**src/hdl/cbf_pkg.sv**
```systemverilog
// ----------------------------------------------------------------------------
// cbf_pkg
// Shared types, constants and saturation helpers of the complex weighted
// beamformer.
// ----------------------------------------------------------------------------
package cbf_pkg;

  // Array and number formats
  localparam int MAX_ANTENNAS     = 20;
  localparam int ANT_W            = 5;
  localparam int SAMPLE_BITS      = 16;
  localparam int WEIGHT_FRAC_BITS = 14;
  localparam int ACC_W            = 24;
  localparam int OUT_W            = 16;
  localparam int IQ_W             = 2 * OUT_W;
  localparam int PROD_W           = 2 * SAMPLE_BITS;
  localparam int TERM_W           = PROD_W + 1 - WEIGHT_FRAC_BITS;

  // Configuration register widths
  localparam int MODE_W       = 1;
  localparam int MAIN_COUNT_W = 5;
  localparam int BACK_COUNT_W = 3;
  localparam int CFG_DATA_W   = 5;
  localparam int CFG_IDX_W    = 2;

  // Reset values of the configuration registers
  localparam logic [MAIN_COUNT_W-1:0] MAIN_COUNT_RST = MAIN_COUNT_W'(16);
  localparam logic [BACK_COUNT_W-1:0] BACK_COUNT_RST = BACK_COUNT_W'(4);

  // Unity weight used for unweighted pass-through
  localparam logic signed [SAMPLE_BITS-1:0] WEIGHT_ONE =
    SAMPLE_BITS'(1 << WEIGHT_FRAC_BITS);

  // Decoupling queue between front and back
  localparam int QUEUE_DEPTH = 4;
  localparam int QPTR_W      = $clog2(QUEUE_DEPTH);
  localparam int QCNT_W      = $clog2(QUEUE_DEPTH + 1);

  // Configuration register indexes
  localparam logic [CFG_IDX_W-1:0] CFG_MODE       = CFG_IDX_W'(0);
  localparam logic [CFG_IDX_W-1:0] CFG_MAIN_COUNT = CFG_IDX_W'(1);
  localparam logic [CFG_IDX_W-1:0] CFG_BACK_COUNT = CFG_IDX_W'(2);

  // Mode and command codes
  localparam logic MODE_BYPASS  = 1'b0;
  localparam logic MODE_WEIGHTED = 1'b1;
  localparam logic CMD_SAMPLE   = 1'b0;
  localparam logic CMD_WEIGHT   = 1'b1;

  // Which sum a sample feeds
  typedef enum logic [1:0] {
    SEL_NONE,
    SEL_MAIN,
    SEL_BACK
  } sum_sel_t;

  // One classified sample travelling from front to back
  typedef struct packed {
    sum_sel_t               sel;
    logic                   emit;
    logic                   eob;
    logic [SAMPLE_BITS-1:0] vr;
    logic [SAMPLE_BITS-1:0] vi;
    logic [SAMPLE_BITS-1:0] wr;
    logic [SAMPLE_BITS-1:0] wi;
  } q_entry_t;

  // Saturate a grown accumulator sum back to the accumulator width
  function automatic logic [ACC_W-1:0] sat_acc(input logic [ACC_W:0] s);
    logic [ACC_W-1:0] res;
    if (s[ACC_W] != s[ACC_W-1]) begin
      res = s[ACC_W] ? {1'b1, {(ACC_W-1){1'b0}}} : {1'b0, {(ACC_W-1){1'b1}}};
    end else begin
      res = s[ACC_W-1:0];
    end
    return res;
  endfunction

  // Saturate an accumulator to one half of an output word
  function automatic logic [OUT_W-1:0] sat_out(input logic [ACC_W-1:0] a);
    logic [OUT_W-1:0] res;
    if (!a[ACC_W-1] && (a[ACC_W-2:OUT_W-1] != '0)) begin
      res = {1'b0, {(OUT_W-1){1'b1}}};
    end else if (a[ACC_W-1] && (a[ACC_W-2:OUT_W-1] != '1)) begin
      res = {1'b1, {(OUT_W-1){1'b0}}};
    end else begin
      res = a[OUT_W-1:0];
    end
    return res;
  endfunction

endpackage

```
**src/hdl/cbf_queue.sv**
```systemverilog
// ----------------------------------------------------------------------------
// cbf_queue
// Short FIFO of classified samples between the front and the back.
// ----------------------------------------------------------------------------
module cbf_queue import cbf_pkg::*; (
  input  logic     clk,
  input  logic     rst_n,
  input  logic     push,
  input  q_entry_t push_entry,
  output logic     full,
  input  logic     pop,
  output logic     head_valid,
  output q_entry_t head_entry
);

  q_entry_t            mem_r [QUEUE_DEPTH];
  logic [QPTR_W-1:0]   wr_ptr_r, wr_ptr_nxt;
  logic [QPTR_W-1:0]   rd_ptr_r, rd_ptr_nxt;
  logic [QCNT_W-1:0]   count_r, count_nxt;

  assign full       = count_r == QCNT_W'(QUEUE_DEPTH);
  assign head_valid = count_r != '0;
  assign head_entry = mem_r[rd_ptr_r];

  // Advance pointers and fill count
  always_comb begin
    wr_ptr_nxt = push ? wr_ptr_r + QPTR_W'(1) : wr_ptr_r;
    rd_ptr_nxt = pop  ? rd_ptr_r + QPTR_W'(1) : rd_ptr_r;
    count_nxt  = count_r + QCNT_W'(push) - QCNT_W'(pop);
  end

  always_ff @(posedge clk) begin
    if (!rst_n) begin
      wr_ptr_r <= '0;
      rd_ptr_r <= '0;
      count_r  <= '0;
    end else begin
      wr_ptr_r <= wr_ptr_nxt;
      rd_ptr_r <= rd_ptr_nxt;
      count_r  <= count_nxt;
    end
  end

  // Write entry storage
  always_ff @(posedge clk) begin
    if (push) begin
      mem_r[wr_ptr_r] <= push_entry;
    end
  end

`ifndef SYNTHESIS
  a_no_overfill: assert property (@(posedge clk) disable iff (!rst_n)
    count_r <= QCNT_W'(QUEUE_DEPTH))
    else $error("queue count beyond depth");
  a_no_underflow: assert property (@(posedge clk) disable iff (!rst_n)
    pop |-> (count_r != '0))
    else $error("pop from empty queue");
`endif

endmodule

```
**config.mk**
```make
export PLATFORM = sky130hd
export DESIGN_NAME = cbf_queue
export DESIGN_NICKNAME = d
export VERILOG_FILES = /design/src/hdl/cbf_pkg.sv /design/src/hdl/cbf_queue.sv
export SDC_FILE = /design/constraint.sdc
export NUM_CORES = 1
export LEC_CHECK = 0
export ABC_CLOCK_PERIOD_IN_PS = 2600
export BUFFER_PORTS_ARGS = -buffer_cell sky130_fd_sc_hd__buf_2
export CORE_MARGIN = 10
export CORE_UTILIZATION = 51
export DETAILED_ROUTE_END_ITERATION = 16
export PLACE_DENSITY = 0.75
export SLEW_MARGIN = 10
export SYNTH_ARGS = -nofsm -noshare
export SYNTH_HDL_FRONTEND = slang
export SYNTH_SLANG_ARGS = --single-unit
```
**constraint.sdc**
```tcl
create_clock -name clk -period 2.6 [get_ports clk]
set_input_delay 0.65 -clock clk [delete_from_list [all_inputs] [get_ports clk]]
set_output_delay 0.65 -clock clk [all_outputs]
set_load 0.03 [all_outputs]
```
==> results.tsv, run 1 <==
stage	metric	value	unit
sta	Tmin final	2600	ps
route	Routed WL	21400	µm
pwr	leakage power	4.45	nW
pwr	Max IR drop VDD	593	µV
sta	Max Clock Skew	9.03	ps
cts	clk root buf	clkbuf_16	
status	outcome	complete, but fails checks	
cts	Clock H-tree levels	1	
cts	CTS Hold Bufs	0	
sta	final hold vios	0	
die	Die H	162	µm
min_path	hold path depth	1	
critical_path	Crit Reg-Reg Startpoint	count_r[0]	
sta	Setup WS post-layout	-0.446	ps
critical_path	Crit path max-delay family	multiplexers	
sta	worst hold slack	335	ps
pwr	Design Power	10.9	mW
die	core area	0.0197	mm²
route	1st-pass router iterations	4	
critical_path	setup slack, reg-to-reg	800	ps
critical_path	CP peak stage delay	540	ps
critical_path	CP bufs+invs	3	
layout	fill cell count	1303	
layout	ANT cells	0	
logic_synthesis	Avg Inst Size Synth	25.8	µm²
layout	Register Area	0.00836	mm²
critical_path	Worst setup SP type	flip-flop	
route	Vias/cell	5.46	
route	Via Count	4757	
critical_path	Worst Path Required	1950	ps
layout	layout cells sized above 1	47.9	%
sta	Setup TNS	-0.446	ps
placement	Buffers on Ports	141	
layout	final non-filler cell total	871	
cts	Worst-path clk slew	60	ps
grt	GRT Total Usage	15.6	%
logic_synthesis	Cell variety after synth	21	
route	Routed Antenna Nets	0	
min_path	Hold Path End	mem_r[1][9]	
route	DR iter-0 viols	256	
sta	RSZ-0062 raised after global routing	yes	
sta	Least-Margin Pin Slew	510	ps
die	chip width	162	µm
layout	area of the multi-input gates	0.00178	mm²
placement	post-detail-place hpwl	13200	µm
sta	post-route clock period utilization	100	%
layout	Final #Nets	663	
critical_path	crit-path cells	buf_12, buf_16, mux4_2, buf_6	
critical_path	r2r worst-path depth	7	
grt	M3 GR Usage	3.77	%
critical_path	largest driver fanout on the critical path	7	
logic_synthesis	YS warnings	0	
sta	Fmax	0.385	GHz
die	row cnt	51	
cts	CTS buffer count	28	
logic_synthesis	Mapped Area	0.0103	mm²
critical_path	critical path capture point type	output port	
route	WL/cell	24.5	µm
cts	CTS tree	done	
status	failing checks	negative setup slack	
cts	Max clock buf depth	3	
critical_path	Arrival @ worst endpoint	1950	ps
grt	grt met2 use	27.4	%
cts	clock insertion delay at the later pin of the skew report	530	ps
min_path	HP Class	in2reg	
route	drc violations	0	
die	Initial Util	52.3	%
logic_synthesis	cell count after synthesis	399	
logic_synthesis	post-synthesis net count	478	
grt	initial antenna violation count	2	
critical_path	reg2reg end	count_r[2]	
placement	Final GP Congestion	0.715	
grt	grt peak-use layer	met2	
flow_run	Max-cap violations	0	
grt	M1 GR Usage	19.2	%
min_path	Hold Startpoint	push_entry[9]	
layout	Layout area overhead	25.9	%
grt	number of global-route vias before repair	5307	
logic_synthesis	Seq cells post-synth	281	
sta	Slew HR	66.0	%
sta	Slew Viols, Final	0	
grt	largest net degree at the start of global routing	30	
logic_synthesis	post-synthesis sequential area ratio	81.2	%
critical_path	Crit Path Category	reg2out	
cts	CTS Sinks	281	
placement	dpl cells	809	
die	DIE AREA	0.0262	mm²
pwr	Cell Pwr Density	840	mW/mm²
sta	final setup fails	1	
critical_path	cell at the slowest stage of the critical path	mux4_2	
grt	first-pass GRT wire length	31700	µm
die	IO Pins	142	
grt	global route overflow	0	
sequential cells by signal (all words and copies together), names as in the netlist, named ones only:
name	cells
rd_ptr_r	2
mem_r	272
wr_ptr_r	2
count_r	3
final cells by class:
type                            count  share of cell area, %
Multi-Input combinational cell     95                   13.8
Clock inverter                     12                   1.06
Inverter                            7                  0.203
Tap cell                          265                   2.56
Sequential cell                   281                   64.6
Timing Repair Buffer              171                   11.5
Clock buffer                       40                   6.31
Yosys cell counts:
| library cell | n | area share (%) |
|---|---|---|
| or3_1 | 1 | 0.061 |
| buf_6 | 1 | 0.11 |
| xor3_1 | 1 | 0.23 |
| and2_1 | 6 | 0.37 |
| dfxtp_1 | 9 | 1.8 |
| mux2i_1 | 1 | 0.097 |
| mux4_2 | 68 | 15 |
| nor2_1 | 5 | 0.18 |
| xnor2_1 | 2 | 0.17 |
| a21oi_1 | 1 | 0.049 |
| nand3b_1 | 1 | 0.073 |
| buf_4 | 4 | 0.29 |
| fa_1 | 1 | 0.19 |
| buf_2 | 4 | 0.19 |
| and3_1 | 1 | 0.061 |
| a21bo_2 | 1 | 0.097 |
| ha_1 | 6 | 0.73 |
| clkbuf_1 | 4 | 0.15 |
| inv_1 | 7 | 0.26 |
| buf_12 | 3 | 0.58 |
| edfxtp_1 | 272 | 79 |
cell usage in the layout (no fill, tap or decap), drive strengths merged:
| master | instances |
|---|---|
| and2 | 6 |
| clkbuf | 43 |
| nor2 | 5 |
| or3 | 1 |
| clkinv | 7 |
| inv | 7 |
| edfxtp | 272 |
| mux4 | 68 |
| clkinvlp | 2 |
| a21bo | 1 |
| xor3 | 1 |
| mux2i | 1 |
| buf | 168 |
| and3 | 1 |
| fa | 1 |
| bufinv | 3 |
| nand3b | 1 |
| ha | 6 |
| xnor2 | 2 |
| a21oi | 1 |
| dfxtp | 9 |
cell families (layout without fill, tap and decap cells):
group	Yosys count	after routing	synth area share, %
flip-flops	281	281	81.2
multiplexers	69	69	15.0
buffers and inverters	23	230	1.58
AND/OR/NAND/NOR	14	14	0.743
adder cells (fa/ha/maj)	7	7	0.925
XOR/XNOR	3	3	0.402
AO/OA/AOI/OAI	2	2	0.146
worst reg2reg max path: cells and delay by family (launching register included):
kind / cells / cell delay, ps
xor+xnor: 1 / 390
fa+ha+maj: 3 / 820
buf+inv: 2 / 110
flops: 1 / 320
simple gates: 1 / 50
how the worst max path moves through the flow:
stage	start	to	slack (ps)	cells after the start
2_1_floorplan	pop	count_r[2]	630	6
3_3_place_gp	flip-flop	head_entry[1]	430	3
3_5_place_dp	pop	count_r[2]	370	7
4_1_cts	flip-flop	head_entry[25]	-50	4
5_1_grt	flip-flop	head_entry[49]	-70	4
6_report	flip-flop	head_entry[49]	-0.4	4
metal layers:
layer	routed length (µm)	part of all wire, %
met1	8330	39
met2	11200	52
met3	1350	6.3
met4	484	2.3
met5	24	0.11
per-stage QoR:
| step | instance area, µm² | worst slack (ps) | utilization, % |
|---|---|---|---|
| after global placement | 11500 | 430 | 58.6 |
| final | 12900 | -0.446 | 65.8 |
| after CTS | 12700 | -48.6 | 64.7 |
| after detailed placement | 11500 | 369 | 58.6 |
| after floorplan | 10300 | 629 | - |
| after global routing | 12900 | -66.7 | 65.8 |
power breakdown:
part | switching, mW | leakage (nW) | internal, mW
Clock | 1.62 | 0.466 | 2.47
Sequential | 0.0724 | 2.57 | 5.20
Combinational | 0.830 | 1.41 | 0.674
Total | 2.52 | 4.45 | 8.35
timing repair:
action                                  in CTS  in global routing
hold endpoints to repair                     0                  0
gates resized for setup                     48                 66
cloned                                       2                  3
setup buffers                                5                  1
pin swaps                                    0                  0
endpoints found under the setup margin      66                 54
No activity file was read; power rests on OpenSTA's default activity.
==> run 2, diff against run 1 <==
--- a/config.mk
+++ b/config.mk
@@ -5,11 +5,13 @@
 export SDC_FILE = /design/constraint.sdc
 export NUM_CORES = 1
 export LEC_CHECK = 0
+export ABC_AREA = 1
 export ABC_CLOCK_PERIOD_IN_PS = 2600
 export BUFFER_PORTS_ARGS = -buffer_cell sky130_fd_sc_hd__buf_2
 export CORE_MARGIN = 10
-export CORE_UTILIZATION = 51
+export CORE_UTILIZATION = 52
 export DETAILED_ROUTE_END_ITERATION = 16
+export HOLD_SLACK_MARGIN = 0.03
 export PLACE_DENSITY = 0.75
 export SLEW_MARGIN = 10
 export SYNTH_ARGS = -nofsm -noshare
==> run 2 against run 1 <==
Against the previous run:
- the flow now finishes without violations
- clock skew increased by 0.97 ps
- synthesized cell count up 110%
- total power shrank 6.5%
- cell count increased by 49%
- combinational power is 16% lower
- die area rose by 10%
- global-route usage fell by 0.71 points
- flip-flop and latch count stayed put
- clock power decreased by 11%
- area after synthesis increased by 14%
- core utilization down 4.6 points
- highest routed layer unchanged
==> results.tsv, run 2 <==
stage	metric	value	unit	change
status	outcome	completed		
logic_synthesis	top cell type's share of synthesized area	69.9	%	-9.6 points
layout	Final Cell Area	0.0134	mm²	+3.9%
layout	Final #Nets	1079		+63%
sta	Fmax	0.403	GHz	+4.7%
placement	Final GP Congestion	0.738		+3.2%
grt	initial antenna violation count	5		+3
logic_synthesis	Post-synth ARST share	0	%	unchanged
logic_synthesis	post-synthesis sequential area ratio	71.4	%	-9.8 points
route	drc violations	0		unchanged
grt	number of global-route vias before repair	6676		+26%
placement	post-detail-place hpwl	13600	µm	+2.9%
cts	CTS Hold Bufs	0		unchanged
layout	Final Util	61.2	%	-4.6 points
logic_synthesis	most common cell in the netlist	edfxtp_1		
logic_synthesis	most area-hungry cell type in the Yosys netlist	edfxtp_1		
logic_synthesis	post-synthesis net count	928		+94%
die	Die H	170	µm	+4.9%
critical_path	critical path capture point type	output port		
layout	Largest register FFs	272		unchanged
die	Initial Util	53.2	%	+0.91 points
pwr	Design Power	10.2	mW	-6.5%
logic_synthesis	cell count after synthesis	849		+110%
sta	Slew HR	61.2	%	-4.8 points
sta	RSZ-0062 raised after global routing	yes		
critical_path	Worst Path Required	1950	ps	about the same
logic_synthesis	Mapped Area	0.0117	mm²	+14%
cts	Max clock buf depth	3		unchanged
cts	clock insertion delay at the later pin of the skew report	530	ps	about the same
die	DIE AREA	0.0289	mm²	+10%
die	row cnt	54		+5.9%
sta	final setup fails	0		-1
min_path	HP Class	in2reg		
critical_path	Worst setup SP type	flip-flop		
placement	placed inst area	0.0126	mm²	+9.3%
flow_run	Max-cap violations	0		unchanged
sta	final hold vios	0		unchanged
min_path	hold path depth	1		unchanged
die	core area	0.0220	mm²	+12%
grt	first-pass GRT wire length	34500	µm	+9.0%
placement	pre-CTS WS	534	ps	+164 ps
cts	Worst-path clk slew	60	ps	about the same
grt	largest net degree at the start of global routing	69		+130%
logic_synthesis	Cell variety after synth	21		unchanged
logic_synthesis	largest cells by area after synthesis	edfxtp_1 (70%), o211ai_2 (7.3%), inv_1 (4.8%)		
die	chip width	170	µm	+4.9%
logic_synthesis	YS warnings	0		unchanged
cts	CTS Sinks	281		unchanged
route	1st-pass router iterations	4		unchanged
grt	GRT Total Usage	14.9	%	-0.71 points
critical_path	Arrival @ worst endpoint	1830	ps	-120 ps
critical_path	r2r worst-path depth	5		-2
logic_synthesis	Avg Inst Size Synth	13.8	µm²	-47%
layout	layout cells sized above 1	29.2	%	-19 points
route	Vias/cell	5.10		-6.7%
cts	CTS buffer count	29		+3.6%
placement	Buffers on Ports	141		unchanged
layout	commonest non-fill, non-tap cell in the layout	edfxtp_1		
route	Routed Antenna Nets	0		unchanged
sta	Slew Viols, Final	0		unchanged
cts	Clock H-tree levels	1		unchanged
pwr	Max IR drop VDD	604	µV	+1.9%
cts	CTS tree	done		
cts	clk root buf	clkbuf_16		
sta	Tmin final	2480	ps	-117 ps
route	DR iter-0 viols	364		+42%
critical_path	Crit Path Category	reg2out		
sta	Least-Margin Pin Slew	581	ps	+71.5 ps
logic_synthesis	Commonest cells post-synth	edfxtp_1 (272), inv_1 (150), nand2_1 (126)		
sta	Setup WS post-layout	116	ps	+117 ps
layout	most frequent cells in the layout	edfxtp_1 (272), inv_1 (146), buf_2 (141), nand2_1 (126), a21oi_1 (74)		
critical_path	largest driver fanout on the critical path	46		+39
sta	Max Clock Skew	10.0	ps	+0.973 ps
route	WL/cell	16.9	µm	-31%
layout	Biggest register	mem_r		
route	Routed WL	22000	µm	+3.1%
layout	Layout area overhead	15.1	%	
pwr	leakage power	5.23	nW	+18%
die	IO Pins	142		unchanged
pwr	Cell Pwr Density	756	mW/mm²	-10%
logic_synthesis	Seq cells post-synth	281		unchanged
grt	global route overflow	0		unchanged
route	Via Count	6626		+39%
sta	post-route clock period utilization	95.5	%	-4.5 points
layout	Regs by FF count	mem_r x272, count_r x3		
logic_synthesis	number of flops mapped to enable cells by yosys	272		unchanged
logic_synthesis	Synth Flop Type	edfxtp_1		
## run 2: changes by cell type after synthesis, moves of 66 or more
cell and change:
mux4_2 -68, o211ai_2 +68, nand2_1 +126, a21oi_1 +73, o21ai_0 +66, inv_1 +143
## run 2: worst max-delay path, cell delays in order (launching register included)
cell and delay [ps]:
dfxtp_4 530, buf_12 280, a21oi_1 120, o21ai_0 90, nand2_1 80, buf_2 180
## run 2: path summary, 6_finish.rpt
| path | startpoint | to | slack (ps) |
|---|---|---|---|
| worst max-delay path | flip-flop | head_entry[43] | 120 |
| worst min-delay path | push_entry[63] | mem_r[2][63] | 340 |
| worst max register to register | wr_ptr_r[0] | mem_r[2][31] | 940 |
| worst min register to register | rd_ptr_r[1] | flip-flop | 460 |
## run 2: where the power goes
| group | total, mW | leakage, nW | internal, mW | switching, mW |
|---|---|---|---|---|
| Combinational | 1.26 | 2.25 | 0.366 | 0.895 |
| Sequential | 5.25 | 2.57 | 5.18 | 0.0678 |
| Clock | 3.66 | 0.410 | 2.11 | 1.55 |
## run 2: timing repair
action	CTS	global route
setup buffers	2	1
setup endpoints to repair	27	10
gates resized for setup	0	1
## run 2: logic make-up after synthesis
group / share of synthesized area, %
flip-flops: 71.4
buffers and inverters: 8.93
AND/OR/NAND/NOR: 5.28
AO/OA/AOI/OAI: 13.5
adder cells (fa/ha/maj): 0.814
## run 2: area by class of cell
type,count,area [µm²]
diodes,3,7.51
clock buffers,41,801
clock inverters,7,31.3
fillers,1674,8510
inverters,152,576
multi-input cells,371,2290
flip-flops and latches,281,8360
well taps,280,350
repair buffers,165,1030
## run 2: stage by stage
| step | hold WS (ps) | setup TNS [ps] | cells |
|---|---|---|---|
| 2_1_floorplan | 441 | 0 | 849 |
| 3_3_place_gp | 449 | 0 | 1246 |
| 3_5_place_dp | 451 | 0 | 1246 |
| 4_1_cts | 311 | 0 | 1296 |
| 5_1_grt | 310 | -8.31 | 1299 |
| 6_report | 336 | 0 | 1300 |
## run 2: routing by layer
metal  GRT usage [%]  up-vias  share of wire [%]
met4            4.50        4                2.2
met3            4.19       37                5.8
met1            17.4     3186                 41
met2            26.1      139                 51
li1                -     3260                  -
met5               0        -               0.15
==> run 3, diff against run 2 <==
--- a/config.mk
+++ b/config.mk
@@ -13,6 +13,7 @@
 export DETAILED_ROUTE_END_ITERATION = 16
 export HOLD_SLACK_MARGIN = 0.03
 export PLACE_DENSITY = 0.75
+export REMOVE_ABC_BUFFERS = 1
 export SLEW_MARGIN = 10
 export SYNTH_ARGS = -nofsm -noshare
 export SYNTH_HDL_FRONTEND = slang
==> run 3 against run 2 <==
Against the previous run:
- fmax fell by 1.1%
- hold slack got worse by 2.4 ps
- sequential share of layout area shrank 1.2 points
- count of clock-buffer cells in the layout down 2
- sequential power about the same
- die area unchanged
- clock power increased by 12%
- critical endpoint is now head_entry[5]
- largest cell class unchanged
- highest routed layer unchanged
==> results.tsv, run 3 (synthesized netlist as in run 2, its figures left out) <==
stage	metric	value	unit	change
layout	Final #Nets	1081		+0.19%
layout	most frequent cells in the layout	edfxtp_1 (272), inv_1 (146), buf_2 (140), nand2_1 (126), a21oi_1 (72)		
layout	Largest register FFs	272		unchanged
sta	Least-Margin Pin Slew	478	ps	-103 ps
cts	CTS tree	done		
sta	final hold vios	0		unchanged
die	chip width	170	µm	unchanged
cts	clock insertion delay at the later pin of the skew report	520	ps	about the same
grt	initial antenna violation count	2		-3
placement	post-detail-place hpwl	14000	µm	+3.1%
critical_path	Worst Path Required	1950	ps	about the same
grt	global route overflow	0		unchanged
critical_path	setup slack, reg-to-reg	830	ps	-110 ps
layout	Layout area overhead	17.4	%	
critical_path	largest driver fanout on the critical path	32		-30%
cts	Clock H-tree levels	1		unchanged
route	Routed Antenna Nets	0		unchanged
route	drc violations	0		unchanged
layout	Biggest register	mem_r		
critical_path	Arrival @ worst endpoint	1860	ps	+30 ps
route	WL/cell	17.6	µm	+3.7%
pwr	Max IR drop VDD	560	µV	-7.3%
critical_path	Worst setup SP type	flip-flop		
layout	commonest non-fill, non-tap cell in the layout	edfxtp_1		
pwr	Cell Pwr Density	777	mW/mm²	+2.8%
critical_path	Crit Path Category	reg2out		
die	DIE AREA	0.0289	mm²	unchanged
pwr	Design Power	10.7	mW	+4.8%
route	Vias/cell	5.13		+0.66%
route	metal3 WL	1390	µm	+8.2%
placement	dpl cells	1244		-0.16%
route	DR iter-0 viols	536		+47%
placement	Buffers on Ports	141		unchanged
sta	Fmax	0.398	GHz	-1.1%
die	core area	0.0220	mm²	unchanged
min_path	HP Class	in2reg		
sta	Slew Viols, Final	0		unchanged
die	IO Pins	142		unchanged
flow_run	Max-cap violations	0		unchanged
sta	Slew HR	68.1	%	+6.8 points
critical_path	critical path capture point type	output port		
layout	layout cells sized above 1	29.8	%	+0.61 points
critical_path	reg2reg end	mem_r[0][64]		
sta	Tmin final	2510	ps	+28.0 ps
die	row cnt	54		unchanged
die	Initial Util	53.2	%	unchanged
status	outcome	completed		
layout	Final Util	62.5	%	+1.2 points
pwr	leakage power	5.34	nW	+2.1%
layout	Regs by FF count	mem_r x272, count_r x3		
layout	final non-filler cell total	1304		+0.31%
grt	number of global-route vias before repair	6722		+0.69%
route	1st-pass router iterations	4		unchanged
cts	CTS Sinks	281		unchanged
placement	Final GP Congestion	0.709		-3.9%
cts	Max clock buf depth	3		unchanged
die	Die H	170	µm	unchanged
critical_path	Crit Reg-Reg Startpoint	wr_ptr_r[0]		
route	Met1 Routed Length	9630	µm	+5.9%
cts	CTS buffer count	29		unchanged
layout	fill cell count	1644		-1.8%
route	Routed WL	22900	µm	+4.0%
grt	largest net degree at the start of global routing	67		-2.9%
route	WL met2	11700	µm	+4.7%
grt	GRT Total Usage	15.0	%	+0.10 points
route	Top Metal Used	met5		
sta	post-route clock period utilization	96.6	%	+1.1 points
sta	Max Clock Skew	7.07	ps	-2.93 ps
critical_path	Critical Path End	head_entry[5]		
grt	first-pass GRT wire length	34700	µm	+0.54%
critical_path	r2r worst-path depth	5		unchanged
sta	final setup fails	0		unchanged
route	Via Count	6690		+0.97%
cts	clk root buf	clkbuf_16		
cts	Worst-path clk slew	60	ps	about the same
sta	RSZ-0062 raised after global routing	yes		
run 3: what timing repair did:
action | in CTS | in global routing
gates resized for setup | 0 | 8
hold buffers | 0 | 0
cloned | 0 | 2
setup endpoints to repair | 32 | 27
hold endpoints to repair | 0 | 0
pin swaps | 0 | 0
setup buffers | 1 | 4
run 3: critical path: stages (launching register included):
cell and delay [ps]:
dfxtp_4 380, buf_12 150, buf_12 120, clkbuf_16 210, o21ai_0 190, nand2_1 90, buf_2 190
run 3: where the power goes:
part           internal [mW]  switching [mW]  total [mW]
registers               5.18          0.0635        5.24
clock network           2.48            1.61        4.09
logic                  0.401           0.925        1.33
run 3: how the worst min path moves through the flow:
stage / start / endpoint / slack (ps) / depth (start not counted)
after floorplan: rd_ptr_r[1] / flip-flop / 440 / 2
after global placement: rd_ptr_r[1] / flip-flop / 450 / 2
after detailed placement: rd_ptr_r[1] / flip-flop / 450 / 2
after CTS: push_entry[18] / mem_r[1][18] / 310 / 1
after global routing: push_entry[6] / mem_r[2][6] / 310 / 1
final: push_entry[27] / mem_r[1][27] / 330 / 1
run 3: area by class of cell:
class / count / area, µm² / share of cell area, %
Antenna cell: 1 / 2.50 / 0.0182
Clock buffer: 39 / 813 / 5.93
Clock inverter: 13 / 140 / 1.02
Inverter: 152 / 576 / 4.20
Multi-Input combinational cell: 371 / 2300 / 16.8
Sequential cell: 281 / 8360 / 60.9
Tap cell: 280 / 350 / 2.55
Timing Repair Buffer: 167 / 1180 / 8.58
run 3: through the flow:
step | setup WS, ps | setup TNS, ps | hold WS [ps] | area [µm²]
2_1_floorplan | -4630 | -314130 | 441 | 11200
3_3_place_gp | 539 | 0 | 449 | 12600
3_5_place_dp | 512 | 0 | 449 | 12600
4_1_cts | 43.2 | 0 | 309 | 13600
5_1_grt | -12.8 | -14.1 | 314 | 13700
6_report | 88.5 | 0 | 334 | 13700
run 3: routing by layer:
layer | GRT usage, % | vias up
met5 | 0 | -
met4 | 3.17 | 2
met3 | 3.82 | 18
met2 | 26.3 | 162
met1 | 18.3 | 3244
li1 | - | 3264
